[config.mk]
export PLATFORM = sky130hd
export DESIGN_NAME = keyed_table_insert_erase_lookup_flat
export DESIGN_NICKNAME = d
export VERILOG_FILES = /design/src/kt_pkg.sv /design/src/kt_req_if.sv /design/src/kt_rsp_if.sv /design/src/keyed_table_insert_erase_lookup.sv /design/src/kt_ram.sv /design/src/kt_ctrl.sv /design/src/flat_wrapper.sv
export SDC_FILE = /design/constraint.sdc
export NUM_CORES = 1
export LEC_CHECK = 0
export BUFFER_PORTS_ARGS = -buffer_cell sky130_fd_sc_hd__buf_2
export CORE_UTILIZATION = 56
export DETAILED_ROUTE_END_ITERATION = 6
export GPL_ROUTABILITY_DRIVEN = 0
export HOLD_SLACK_MARGIN = 0.06
export PLACE_DENSITY = 0.85
export REMOVE_ABC_BUFFERS = 1
export SKIP_CTS_REPAIR_TIMING = 1
export SYNTH_ARGS = -nofsm -noshare
export SYNTH_HDL_FRONTEND = slang
export SYNTH_SLANG_ARGS = --single-unit
[constraint.sdc]
create_clock -name clk_i -period 4.1 [get_ports clk_i]
set_input_delay 0.205 -clock clk_i [delete_from_list [all_inputs] [get_ports clk_i]]
set_output_delay 0.205 -clock clk_i [all_outputs]
set_load 0.03 [all_outputs]
[src/kt_pkg.sv]
// Shared types and constants for the keyed table.
package kt_pkg;

  localparam int unsigned KeyBits      = 32;
  localparam int unsigned ValueInBits  = 32;
  localparam int unsigned CountOutBits = 6;
  localparam int unsigned ModeBits     = 2;
  localparam int unsigned StatusBits   = 2;

  localparam int unsigned DefDepth     = 32;
  localparam int unsigned DefValueBits = 32;

  typedef enum logic [ModeBits-1:0] {
    ModeInsert = 2'd0,
    ModeErase  = 2'd1,
    ModeQuery  = 2'd2
  } kt_mode_e;

  typedef enum logic [StatusBits-1:0] {
    StatusOk       = 2'd0,
    StatusNotFound = 2'd1,
    StatusFull     = 2'd2,
    StatusDup      = 2'd3
  } kt_status_e;

  typedef enum logic [2:0] {
    StIdle,
    StSearch,
    StSwapRd,
    StSwapWr,
    StResp
  } kt_state_e;

endpackage

[src/kt_req_if.sv]
// Request channel: mode, key and value with valid/ready.
interface kt_req_if;
  logic                               valid;
  logic                               ready;
  logic [kt_pkg::ModeBits-1:0]        mode;
  logic signed [kt_pkg::KeyBits-1:0]  key;
  logic [kt_pkg::ValueInBits-1:0]     value;

  modport source (output valid, mode, key, value, input ready);
  modport sink   (input valid, mode, key, value, output ready);
endinterface

[src/kt_rsp_if.sv]
// Response channel: status, found flag and entry count with valid/ready.
interface kt_rsp_if;
  logic                              valid;
  logic                              ready;
  logic [kt_pkg::StatusBits-1:0]     status;
  logic                              found;
  logic [kt_pkg::CountOutBits-1:0]   count;

  modport source (output valid, status, found, count, input ready);
  modport sink   (input valid, status, found, count, output ready);
endinterface

[src/keyed_table_insert_erase_lookup.sv]
// Top level of the keyed table: request/response channels around the sequencer and entry RAM.
//
// An unordered table of up to DEPTH key/value entries held in one RAM with registered read.
// Each request inserts, erases or looks up a key; every request yields exactly one response
// with status, a found flag and the entry count afterwards. The time from acceptance to a loaded
// response grows with the entry count when the key is absent, is shorter when the key is found
// early, and is longer for an erase that moves the last entry into the freed slot through the swap
// read and swap write states. It is set by the linear search, which reads one RAM entry per cycle
// through the single read port. The request channel is ready again in the cycle after the response
// is loaded into the output register, even while that response waits to be taken.
module keyed_table_insert_erase_lookup #(
  parameter int unsigned DEPTH      = kt_pkg::DefDepth,
  parameter int unsigned VALUE_BITS = kt_pkg::DefValueBits
) (
  input logic     clk_i,
  input logic     rst_ni,
  kt_req_if.sink  req_i,
  kt_rsp_if.source rsp_o
);

  localparam int unsigned AddrW  = $clog2(DEPTH);
  localparam int unsigned EntryW = kt_pkg::KeyBits + VALUE_BITS;

  logic                  ram_we;
  logic [AddrW-1:0]      ram_waddr;
  logic [EntryW-1:0]     ram_wdata;
  logic [AddrW-1:0]      ram_raddr;
  logic [EntryW-1:0]     ram_rdata;
  logic [VALUE_BITS-1:0] req_value;

  assign req_value = VALUE_BITS'({{VALUE_BITS{1'b0}}, req_i.value});

  kt_ctrl #(
    .DEPTH      (DEPTH),
    .VALUE_BITS (VALUE_BITS)
  ) u_ctrl (
    .clk_i        (clk_i),
    .rst_ni       (rst_ni),
    .req_valid_i  (req_i.valid),
    .req_ready_o  (req_i.ready),
    .req_mode_i   (req_i.mode),
    .req_key_i    (req_i.key),
    .req_value_i  (req_value),
    .rsp_valid_o  (rsp_o.valid),
    .rsp_ready_i  (rsp_o.ready),
    .rsp_status_o (rsp_o.status),
    .rsp_found_o  (rsp_o.found),
    .rsp_count_o  (rsp_o.count),
    .ram_we_o     (ram_we),
    .ram_waddr_o  (ram_waddr),
    .ram_wdata_o  (ram_wdata),
    .ram_raddr_o  (ram_raddr),
    .ram_rdata_i  (ram_rdata)
  );

  kt_ram #(
    .Width (EntryW),
    .Depth (DEPTH)
  ) u_entry_ram (
    .clk_i   (clk_i),
    .we_i    (ram_we),
    .waddr_i (ram_waddr),
    .wdata_i (ram_wdata),
    .raddr_i (ram_raddr),
    .rdata_o (ram_rdata)
  );

endmodule

[src/kt_ram.sv]
// Generic single-port-write, single-port-read RAM with registered read data.
module kt_ram #(
  parameter int unsigned Width = 32,
  parameter int unsigned Depth = 32
) (
  input  logic                     clk_i,
  input  logic                     we_i,
  input  logic [$clog2(Depth)-1:0] waddr_i,
  input  logic [Width-1:0]         wdata_i,
  input  logic [$clog2(Depth)-1:0] raddr_i,
  output logic [Width-1:0]         rdata_o
);

  logic [Width-1:0] mem_q [Depth];
  logic [Width-1:0] rdata_q;

  always_ff @(posedge clk_i) begin
    if (we_i) begin
      mem_q[waddr_i] <= wdata_i;
    end
    rdata_q <= mem_q[raddr_i];
  end

  assign rdata_o = rdata_q;

endmodule

[src/kt_ctrl.sv]
// Sequencer: linear search over the entry RAM, insert, swap-remove and response register.
module kt_ctrl #(
  parameter int unsigned DEPTH      = kt_pkg::DefDepth,
  parameter int unsigned VALUE_BITS = kt_pkg::DefValueBits,
  localparam int unsigned AddrW     = $clog2(DEPTH),
  localparam int unsigned CntW      = $clog2(DEPTH + 1),
  localparam int unsigned EntryW    = kt_pkg::KeyBits + VALUE_BITS
) (
  input  logic                            clk_i,
  input  logic                            rst_ni,
  input  logic                            req_valid_i,
  output logic                            req_ready_o,
  input  logic [kt_pkg::ModeBits-1:0]     req_mode_i,
  input  logic [kt_pkg::KeyBits-1:0]      req_key_i,
  input  logic [VALUE_BITS-1:0]           req_value_i,
  output logic                            rsp_valid_o,
  input  logic                            rsp_ready_i,
  output logic [kt_pkg::StatusBits-1:0]   rsp_status_o,
  output logic                            rsp_found_o,
  output logic [kt_pkg::CountOutBits-1:0] rsp_count_o,
  output logic                            ram_we_o,
  output logic [AddrW-1:0]                ram_waddr_o,
  output logic [EntryW-1:0]               ram_wdata_o,
  output logic [AddrW-1:0]                ram_raddr_o,
  input  logic [EntryW-1:0]               ram_rdata_i
);

  kt_pkg::kt_state_e state_q, state_d;

  logic [kt_pkg::ModeBits-1:0]   mode_q;
  logic [kt_pkg::KeyBits-1:0]    key_q;
  logic [VALUE_BITS-1:0]         value_q;
  logic [CntW-1:0]               cnt_q, cnt_d;
  logic [CntW-1:0]               idx_q, idx_d;
  logic                          pend_q, pend_d;
  logic [AddrW-1:0]              pidx_q, pidx_d;
  logic [AddrW-1:0]              slot_q, slot_d;
  logic [kt_pkg::StatusBits-1:0] status_q, status_d;
  logic                          found_q, found_d;
  logic                          rsp_valid_q, rsp_valid_d;
  logic [kt_pkg::StatusBits-1:0] rsp_status_q, rsp_status_d;
  logic                          rsp_found_q, rsp_found_d;
  logic [CntW-1:0]               rsp_cnt_q, rsp_cnt_d;

  logic                          accept;
  logic                          issue;
  logic                          hit;
  logic                          decide;
  logic                          full;
  logic                          rsp_load;
  logic [kt_pkg::KeyBits-1:0]    rd_key;
  logic [CntW-1:0]               last_cnt;

  assign accept   = req_valid_i && req_ready_o;
  assign issue    = (state_q == kt_pkg::StSearch) && (idx_q < cnt_q);
  assign rd_key   = ram_rdata_i[EntryW-1 -: kt_pkg::KeyBits];
  assign hit      = pend_q && (rd_key == key_q);
  assign decide   = (state_q == kt_pkg::StSearch) && (hit || (!issue && !pend_q));
  assign full     = (cnt_q == CntW'(DEPTH));
  assign rsp_load = (state_q == kt_pkg::StResp) && (!rsp_valid_q || rsp_ready_i);
  assign last_cnt = cnt_q - CntW'(1);

  // next state
  always_comb begin
    state_d = state_q;
    unique case (state_q)
      kt_pkg::StIdle: begin
        if (accept) state_d = kt_pkg::StSearch;
      end
      kt_pkg::StSearch: begin
        if (decide) begin
          if ((mode_q == kt_pkg::ModeErase) && hit) state_d = kt_pkg::StSwapRd;
          else state_d = kt_pkg::StResp;
        end
      end
      kt_pkg::StSwapRd: state_d = kt_pkg::StSwapWr;
      kt_pkg::StSwapWr: state_d = kt_pkg::StResp;
      kt_pkg::StResp: begin
        if (rsp_load) state_d = kt_pkg::StIdle;
      end
      default: state_d = kt_pkg::StIdle;
    endcase
  end

  // outputs and datapath
  always_comb begin
    req_ready_o  = (state_q == kt_pkg::StIdle);
    ram_we_o     = 1'b0;
    ram_waddr_o  = cnt_q[AddrW-1:0];
    ram_wdata_o  = {key_q, value_q};
    ram_raddr_o  = idx_q[AddrW-1:0];
    cnt_d        = cnt_q;
    idx_d        = idx_q;
    pend_d       = issue;
    pidx_d       = idx_q[AddrW-1:0];
    slot_d       = slot_q;
    status_d     = status_q;
    found_d      = found_q;
    rsp_valid_d  = rsp_valid_q && !rsp_ready_i;
    rsp_status_d = rsp_status_q;
    rsp_found_d  = rsp_found_q;
    rsp_cnt_d    = rsp_cnt_q;

    if (accept) begin
      idx_d = '0;
    end
    if (issue) begin
      idx_d = idx_q + CntW'(1);
    end

    if (decide) begin
      found_d = hit;
      slot_d  = pidx_q;
      unique case (mode_q)
        kt_pkg::ModeInsert: begin
          if (full) begin
            status_d = kt_pkg::StatusFull;
          end else if (hit) begin
            status_d = kt_pkg::StatusDup;
          end else begin
            status_d = kt_pkg::StatusOk;
            ram_we_o = 1'b1;
            cnt_d    = cnt_q + CntW'(1);
          end
        end
        kt_pkg::ModeErase: begin
          status_d = hit ? kt_pkg::StatusOk : kt_pkg::StatusNotFound;
        end
        default: begin
          status_d = hit ? kt_pkg::StatusOk : kt_pkg::StatusNotFound;
        end
      endcase
    end

    if (state_q == kt_pkg::StSwapRd) begin
      ram_raddr_o = last_cnt[AddrW-1:0];
    end

    if (state_q == kt_pkg::StSwapWr) begin
      ram_we_o    = 1'b1;
      ram_waddr_o = slot_q;
      ram_wdata_o = ram_rdata_i;
      cnt_d       = last_cnt;
    end

    if (rsp_load) begin
      rsp_valid_d  = 1'b1;
      rsp_status_d = status_q;
      rsp_found_d  = found_q;
      rsp_cnt_d    = cnt_q;
    end
  end

  always_ff @(posedge clk_i or negedge rst_ni) begin
    if (!rst_ni) begin
      state_q     <= kt_pkg::StIdle;
      cnt_q       <= '0;
      idx_q       <= '0;
      pend_q      <= 1'b0;
      rsp_valid_q <= 1'b0;
    end else begin
      state_q     <= state_d;
      cnt_q       <= cnt_d;
      idx_q       <= idx_d;
      pend_q      <= pend_d;
      rsp_valid_q <= rsp_valid_d;
    end
  end

  always_ff @(posedge clk_i) begin
    if (accept) begin
      mode_q  <= req_mode_i;
      key_q   <= req_key_i;
      value_q <= req_value_i;
    end
    pidx_q       <= pidx_d;
    slot_q       <= slot_d;
    status_q     <= status_d;
    found_q      <= found_d;
    rsp_status_q <= rsp_status_d;
    rsp_found_q  <= rsp_found_d;
    rsp_cnt_q    <= rsp_cnt_d;
  end

  assign rsp_valid_o  = rsp_valid_q;
  assign rsp_status_o = rsp_status_q;
  assign rsp_found_o  = rsp_found_q;
  assign rsp_count_o  = kt_pkg::CountOutBits'({{kt_pkg::CountOutBits{1'b0}}, rsp_cnt_q});

endmodule

[src/flat_wrapper.sv]
// flat-port wrapper written by rule: the top's interface ports become plain ports
module keyed_table_insert_erase_lookup_flat 
#(
  parameter int unsigned DEPTH      = kt_pkg::DefDepth,
  parameter int unsigned VALUE_BITS = kt_pkg::DefValueBits
)
  (clk_i, rst_ni, req_i_valid, req_i_mode, req_i_key, req_i_value, req_i_ready, rsp_o_valid, rsp_o_status, rsp_o_found, rsp_o_count, rsp_o_ready);
  kt_req_if req_i_i ();
  kt_rsp_if rsp_o_i ();
  input logic clk_i;
  input logic rst_ni;
  input wire logic [$bits(req_i_i.valid)-1:0] req_i_valid;
  input wire logic [$bits(req_i_i.mode)-1:0] req_i_mode;
  input wire logic [$bits(req_i_i.key)-1:0] req_i_key;
  input wire logic [$bits(req_i_i.value)-1:0] req_i_value;
  output wire logic [$bits(req_i_i.ready)-1:0] req_i_ready;
  output wire logic [$bits(rsp_o_i.valid)-1:0] rsp_o_valid;
  output wire logic [$bits(rsp_o_i.status)-1:0] rsp_o_status;
  output wire logic [$bits(rsp_o_i.found)-1:0] rsp_o_found;
  output wire logic [$bits(rsp_o_i.count)-1:0] rsp_o_count;
  input wire logic [$bits(rsp_o_i.ready)-1:0] rsp_o_ready;
  assign req_i_i.valid = req_i_valid;
  assign req_i_i.mode = req_i_mode;
  assign req_i_i.key = req_i_key;
  assign req_i_i.value = req_i_value;
  assign req_i_ready = req_i_i.ready;
  assign rsp_o_valid = rsp_o_i.valid;
  assign rsp_o_status = rsp_o_i.status;
  assign rsp_o_found = rsp_o_i.found;
  assign rsp_o_count = rsp_o_i.count;
  assign rsp_o_i.ready = rsp_o_ready;
  keyed_table_insert_erase_lookup #(.DEPTH(DEPTH), .VALUE_BITS(VALUE_BITS)) u_core (.clk_i(clk_i), .rst_ni(rst_ni), .req_i(req_i_i), .rsp_o(rsp_o_i));
endmodule
# [Word-level counts from Yosys, hierarchy flattened]
# Memory sizes are Yosys's and may differ from the RTL's. A register that Yosys moved wholly into a read port is not among the register bits.
# Cells that the tools add are included.
[totals] ff_bits=105 latch_bits=0 ramBits=2048 mem_bits_ro=0 out_inout_bits=11 memories=1
[op_classes] addsub=3 multipliers=0 div_mod_pow=0 order_cmp=1 n_eq_ne=12 shifts=0 n_mux=27 bitwise_logic=0 reduce_logical=21
[mem_list] memory="u_core.u_entry_ram.mem_q" words=32 word_bits=64 read_ports=1 rd_ports_with_merged_regs=1 wr=1 line="kt_ram.sv:14" text="logic [Width-1:0] mem_q [Depth];"
[ops] op="$mux W64" count=1
[ops] op="$mux W6" count=7
[ops] op="$eq A32 B32 Y1" count=1
[ops] op="$pmux W3 S5" count=1
[ops] op="$add A6 B1 Y6 const B" count=2
[ops] op="$mux W3" count=4
[ops] op="$mux W5" count=2
[ops] op="$mux W1" count=9
[ops] op="$logic_and A1 B1 Y1" count=8
[ops] op="$eq A3 B2 Y1 const B" count=2
[ops] op="$eq A6 B6 Y1 const B" count=1
[ops] op="$lt A6 B6 Y1" count=1
[ops] op="$mux W2" count=3
[ops] op="$ne A2 B1 Y1 const B" count=3
[ops] op="$reduce_bool A2 Y1" count=3
[ops] op="$sub A6 B1 Y6 const B" count=1
[ops] op="$logic_not A1 Y1" count=4
[ops] op="$ne A2 B2 Y1 const B" count=2
[ops] op="$reduce_and A4 Y1" count=1
[ops] op="$eq A3 B1 Y1 const B" count=1
[ops] op="$eq A3 B3 Y1 const B" count=1
[ops] op="$logic_not A3 Y1" count=1
[ops] op="$reduce_and A3 Y1" count=1
[ops] op="$eq A2 B1 Y1 const B" count=1
[ops] op="2 further kinds" count=3

# [Depth between registers and ports, before layout]
[depth] ltp_word=10 ltp_mapped=13

# [Hierarchy]
# A second synthesis with hierarchy kept.
[unflattened] hier_cells=3590 area_unflattened_um2=83979.3
[modules_own_cells] module="kt_ram" n_inst=1 cells_each=3097 area_each_um2=78964.5 seq_area_each_um2=62780.2
[modules_own_cells] module="kt_ctrl" n_inst=1 cells_each=493 area_each_um2=5014.8 seq_area_each_um2=3017.9

# [Worst setup path before layout]
# OpenSTA, ideal clock, no wires.
[synth_path] path_type="register to register" from="reg u_core.u_ctrl.cnt_q[3]" to="mem u_core.u_entry_ram.mem_q[22][32] (netlist name) (enable)" setup_ns=0.421 arrival_ns=3.870 t_required_ns=3.679 path_slack_ns=-0.191 path_stages_with_launch=12 n_path_buf=2 path_cell_list="dfrtp_1 clkbuf_1 inv_1 ha_1 a21o_1 a21oi_1 o221ai_2 inv_2 nor4b_1 buf_2 a31oi_1 nor2_1"
[synth_between] elab_chain_len=10 word_cells_on_any_way=14 cone_classes="order compare (1); eq/ne (1); mux (7); reduce/logical (5)"
[synth_lines] element="start, declared" line="kt_ctrl.sv:33" text="logic [CntW-1:0] cnt_q, cnt_d;"
[synth_lines] element="start signal, assigned" line="kt_ctrl.sv:163" text="cnt_q <= cnt_d;"
[synth_lines] element="$lt A6 B6 Y1" line="kt_ctrl.sv:55" text="assign issue = (state_q == kt_pkg::StSearch) && (idx_q < cnt_q);"
[synth_lines] element="$logic_and A1 B1 Y1" line="kt_ctrl.sv:55"
[synth_lines] element="named net u_core.u_ctrl.issue" line="kt_ctrl.sv:46" text="logic issue;"
[synth_lines] element="$logic_not A1 Y1" line="kt_ctrl.sv:58" text="assign decide = (state_q == kt_pkg::StSearch) && (hit || (!issue && !pend_q));"
[synth_lines] element="$logic_and A1 B1 Y1" line="kt_ctrl.sv:58"
[synth_lines] element="$logic_or A1 B1 Y1" line="kt_ctrl.sv:58"
[synth_lines] element="$logic_and A1 B1 Y1" line="kt_ctrl.sv:58"
[synth_lines] element="$mux W1" line="kt_ctrl.sv:111" text="if (decide) begin"
[synth_lines] element="$mux W1" line="kt_ctrl.sv:139" text="if (state_q == kt_pkg::StSwapWr) begin"
[synth_lines] element="$mux W1" line="kt_ram.sv:18" text="if (we_i) begin"
[synth_lines] element="$mux W1 (not written as such)" line="kt_ram.sv:19" text="mem_q[waddr_i] <= wdata_i;"
[synth_lines] element="end, declared" line="kt_ram.sv:14"
# The timed path passes the listed nets, and every way through them passes these cells.

# [Final worst setup path]
[layout_path] from="reg u_core.u_ctrl.idx_q[3]" to="mem u_core.u_entry_ram.mem_q[10][48] (netlist name) (enable)"
[layout_between] elab_chain_len=10
[layout_lines] element="start, declared" line="kt_ctrl.sv:34" text="logic [CntW-1:0] idx_q, idx_d;"
[layout_lines] element="start signal, assigned" line="kt_ctrl.sv:164" text="idx_q <= idx_d;"
[layout_lines] element="$lt A6 B6 Y1" line="kt_ctrl.sv:55"
[layout_lines] element="$logic_and A1 B1 Y1" line="kt_ctrl.sv:55"
[layout_lines] element="named net u_core.u_ctrl.issue" line="kt_ctrl.sv:46"
[layout_lines] element="$logic_not A1 Y1" line="kt_ctrl.sv:58"
[layout_lines] element="$logic_and A1 B1 Y1" line="kt_ctrl.sv:58"
[layout_lines] element="$logic_or A1 B1 Y1" line="kt_ctrl.sv:58"
[layout_lines] element="$logic_and A1 B1 Y1" line="kt_ctrl.sv:58"
[layout_lines] element="$mux W1" line="kt_ctrl.sv:111"
[layout_lines] element="$mux W1" line="kt_ctrl.sv:139"
[layout_lines] element="$mux W1" line="kt_ram.sv:18"
[layout_lines] element="$mux W1 (not written as such)" line="kt_ram.sv:19"
# The timed path passes the listed nets, and every way through them passes these cells.

==> impl_metrics.py <==
metrics = {
    "status": {
        "status": "complete, no violations",
    },
    "global_route": {
        "grt_max_degree": 65,
        "grt_pass1_wl_mm": 166,
        "grt_overflow": 0,
        "grtUsageTotal": 0.296,
        "antenna_found_initial": 2,
        "grt_pass1_vias": 25842,
    },
    "floorplan": {
        "die_y_um": 281,
        "die_x_um": 281,
        "design.core.area_mm2": 0.0763,
        "num_io_pins": 81,
        "die-area_mm2": 0.0788,
        "start_util": 0.570,
        "row_count": 101,
    },
    "worst_hold_path": {
        "hp-start": "req_i_key[1]",
        "hold_end": "u_core.u_ctrl.key_q[1]$_DFFE_PP_",
        "holdCritPathClass": "primary input to flip-flop",
        "hold_depth": 2,
    },
    "sta": {
        "finClkSkew_ns": 0.0408,
        "fmax_mhz": 264,
        "setup_viol": 0,
        "rsz0062_at_grt": "no",
        "maxSlewViolCount": 0,
        "relSlewSlack": 0.233,
        "tightest_slew_ns": 1.15,
        "hold_violations": 0,
        "min_period_over_period": 0.923,
        "fin_crit_ns": 3.78,
    },
    "placement": {
        "dpl-instance-area_mm2": 0.0459,
        "dp_hpwl_mm": 59.6,
        "io_buffers": 48,
        "dp_cells": 3525,
    },
    "clock_tree": {
        "cts_tree": "yes",
        "path_clk_slew_ns": 0.06,
        "clockRootBuffer": "clkbuf_16",
        "clockBufferDepth": 3,
        "clk_latency_ns": 0.69,
        "htreeDepth": 3,
        "numCtsBuffers": 106,
        "cts_sinks": 1129,
    },
    "routing": {
        "dr.pass1.iters": 7,
        "antenna_left": 0,
        "routedWlPerCell_um": 30.7,
        "viasPerCell": 6.81,
        "totalWireLength_mm": 116,
        "drc_errors": 0,
        "vias": 25607,
        "dr.first_iter.drc_count": 4346,
    },
    "cells_and_area": {
        "finalCoreUtilization": 0.655,
        "num_antenna_cells": 0,
        "finalInstanceArea_mm2": 0.0500,
        "fin_cells": 3761,
        "drive_gt1_frac": 0.189,
        "nNetsFinal": 2720,
        "syn2layout_area_growth_pct": 14.9,
    },
    "worst_setup_path": {
        "r2r-start": "u_core.u_ctrl.idx_q[3]$_DFFE_PN0P_",
        "worstSetupPathType": "flip-flop to flip-flop",
        "arrival_ns": 4.14,
        "end_kind": "flip-flop",
        "r2r_cells": 10,
        "crit_fanout": 12,
        "r2r_setup_slack_ns": 0.32,
        "setup.worst_path.start_class": "flip-flop",
        "startpoint": "u_core.u_ctrl.idx_q[3]$_DFFE_PN0P_",
        "r2r-end": "u_core.u_entry_ram.mem_q[10][48]$_DFFE_PP_",
        "worstPathRequired_ns": 4.46,
    },
    "power": {
        "p_per_area_mw_per_mm2": 564,
        "vdd_ir_drop_max_mv": 0.405,
        "leakagePower_nw": 15.8,
    },
    "logic_synthesis": {
        "synth_area_mm2": 0.0435,
        "yosysSeqAreaShare": 0.769,
        "synthCells": 2467,
        "synth_warnings": 0,
        "ys.flop_type": "edfxtp_1",
        "ys_ff_latch": 1129,
        "syn_area_per_cell_um2": 17.6,
        "synth_top_area_share": 0.742,
        "synthTopCellsByArea": "edfxtp_1, mux4_2, nand2_1, mux2i_1, dfxtp_1",
        "yosysTopAreaCell": "edfxtp_1",
        "synth_edf_count": 1075,
        "synth.distinct_cells": 61,
        "synthArstFlopShare": 0.0151,
    },
    "job": {
        "max_cap_viol_count": 0,
    },
}
==> routing by layer <==
metal / track usage / routed length (um) / up-vias
met4: 0.186 / 8040 / 2
met2: 0.463 / 54100 / 2366
met5: 0 / 11 / -
met3: 0.0791 / 15500 / 546
li1: - / - / 10104
met1: 0.369 / 38000 / 12589
==> cell type report <==
type | instances | area [um2]
sequential | 1129 | 33400
fill | 4551 | 26400
multi-input combinational | 1193 | 9560
clock buffer | 121 | 2730
timing repair buffer | 195 | 1910
tap | 1030 | 1290
clock inverter | 77 | 960
inverter | 16 | 60.1
==> metrics by stage <==
stage / worst slack (ns) / hold WS, ns / power [mW] / setup TNS, ns
6_report: 0.317 / 0.212 / 28.2 / 0
5_1_grt: 0.195 / 0.212 / 28.8 / 0
4_1_cts: 0.383 / -0.554 / 28.0 / 0
3_5_place_dp: 0.454 / 0.154 / 17.8 / 0
3_3_place_gp: 0.580 / 0.147 / 17.6 / 0
2_1_floorplan: -3.24 / -0.0906 / 16.4 / -805.09
==> Yosys cell counts (2+ instances only) <==
cell         n
edfxtp_1  1075
nand2_1    367
a21oi_1    133
mux2i_1    132
mux4_2     130
a22oi_1     95
nor4_1      66
o22ai_1     64
clkbuf_1    50
nor2_1      48
buf_2       37
dfxtp_1     37
xnor2_1     33
buf_6       21
dfrtp_1     17
inv_1       15
buf_4       14
nand3_1     13
o21ai_0     13
nand4_1     12
nor3_1      10
ha_1         9
nand2b_1     8
buf_1        7
o31ai_1      6
xor2_1       4
a21boi_0     3
a31oi_1      3
a32oi_1      3
nand3b_1     3
nor4b_1      3
a21o_1       2
a32o_1       2
and2_1       2
mux2_2       2
nand4b_1     2
nor3b_1      2
==> worst max-delay path, cell delays in order, from the launching register on <==
cell and delay [ns]:
dfrtp_1 0.52, ha_1 0.38, a21o_1 0.13, a21oi_1 0.08, o221ai_2 0.36, inv_2 0.18, nor4b_2 0.29, buf_4 0.23
a31oi_2 0.43, nor2_4 0.59, buf_12 0.24
==> cell usage in the layout, fill, tap and decap left out, types with 15 or more instances in the layout <==
master         netlist  routed
a21oi_1            133     132
a22oi_1             95      95
buf_12               0      38
buf_2               37      48
buf_4               14      71
bufinv_16            0      18
clkbuf_16            0     106
clkinv_2             0      27
dfrtp_1             17      17
dfxtp_1             37      37
dlygate4sd3_1        0      38
edfxtp_1          1075    1075
mux2i_1            132     131
mux4_2             130     130
nand2_1            367     367
nor2_1              48      15
nor2_4               0      33
nor4_1              66      66
o22ai_1             64      64
xnor2_1             33      33
==> cells by family (layout without fill, tap and decap cells) <==
logic type,count (synthesis),count (layout),synth area share
mux,266,266,0.0991
flops,1129,1129,0.769
fa+ha+maj,9,9,0.00259
compound gates,338,338,0.0490
simple gates,543,543,0.0542
xor+xnor,37,37,0.00745
buf+inv,145,409,0.0184
==> report_power, final <==
| part | leakage [nW] | switching [mW] | internal [mW] |
|---|---|---|---|
| clock network | 1.78 | 4.38 | 5.96 |
| logic | 3.82 | 2.69 | 1.24 |
| registers | 10.2 | 0.332 | 13.6 |
==> registers in the layout, summed over array words and instances, names as in the netlist, 3 cells and up <==
name and flops:
u_core.u_ctrl.cnt_q 6, u_core.u_ctrl.idx_q 6, u_core.u_ctrl.key_q 32, u_core.u_ctrl.pidx_q 5, u_core.u_ctrl.rsp_count_o 6, u_core.u_ctrl.slot_q 5, u_core.u_ctrl.state_q 3, u_core.u_entry_ram.mem_q 1024
u_core.u_entry_ram.rdata_o 32
==> how the worst max path moves through the flow <==
stage,to,depth (start not counted)
2_1_floorplan,u_core.u_entry_ram.rdata_o[32]$_DFF_P_,6
3_3_place_gp,u_core.u_entry_ram.mem_q[10][33]$_DFFE_PP_,10
3_5_place_dp,u_core.u_entry_ram.mem_q[26][60]$_DFFE_PP_,10
4_1_cts,u_core.u_entry_ram.mem_q[10][48]$_DFFE_PP_,10
5_1_grt,u_core.u_entry_ram.mem_q[10][48]$_DFFE_PP_,10
6_report,u_core.u_entry_ram.mem_q[10][48]$_DFFE_PP_,10
Power figures use the tool's default switching activity.
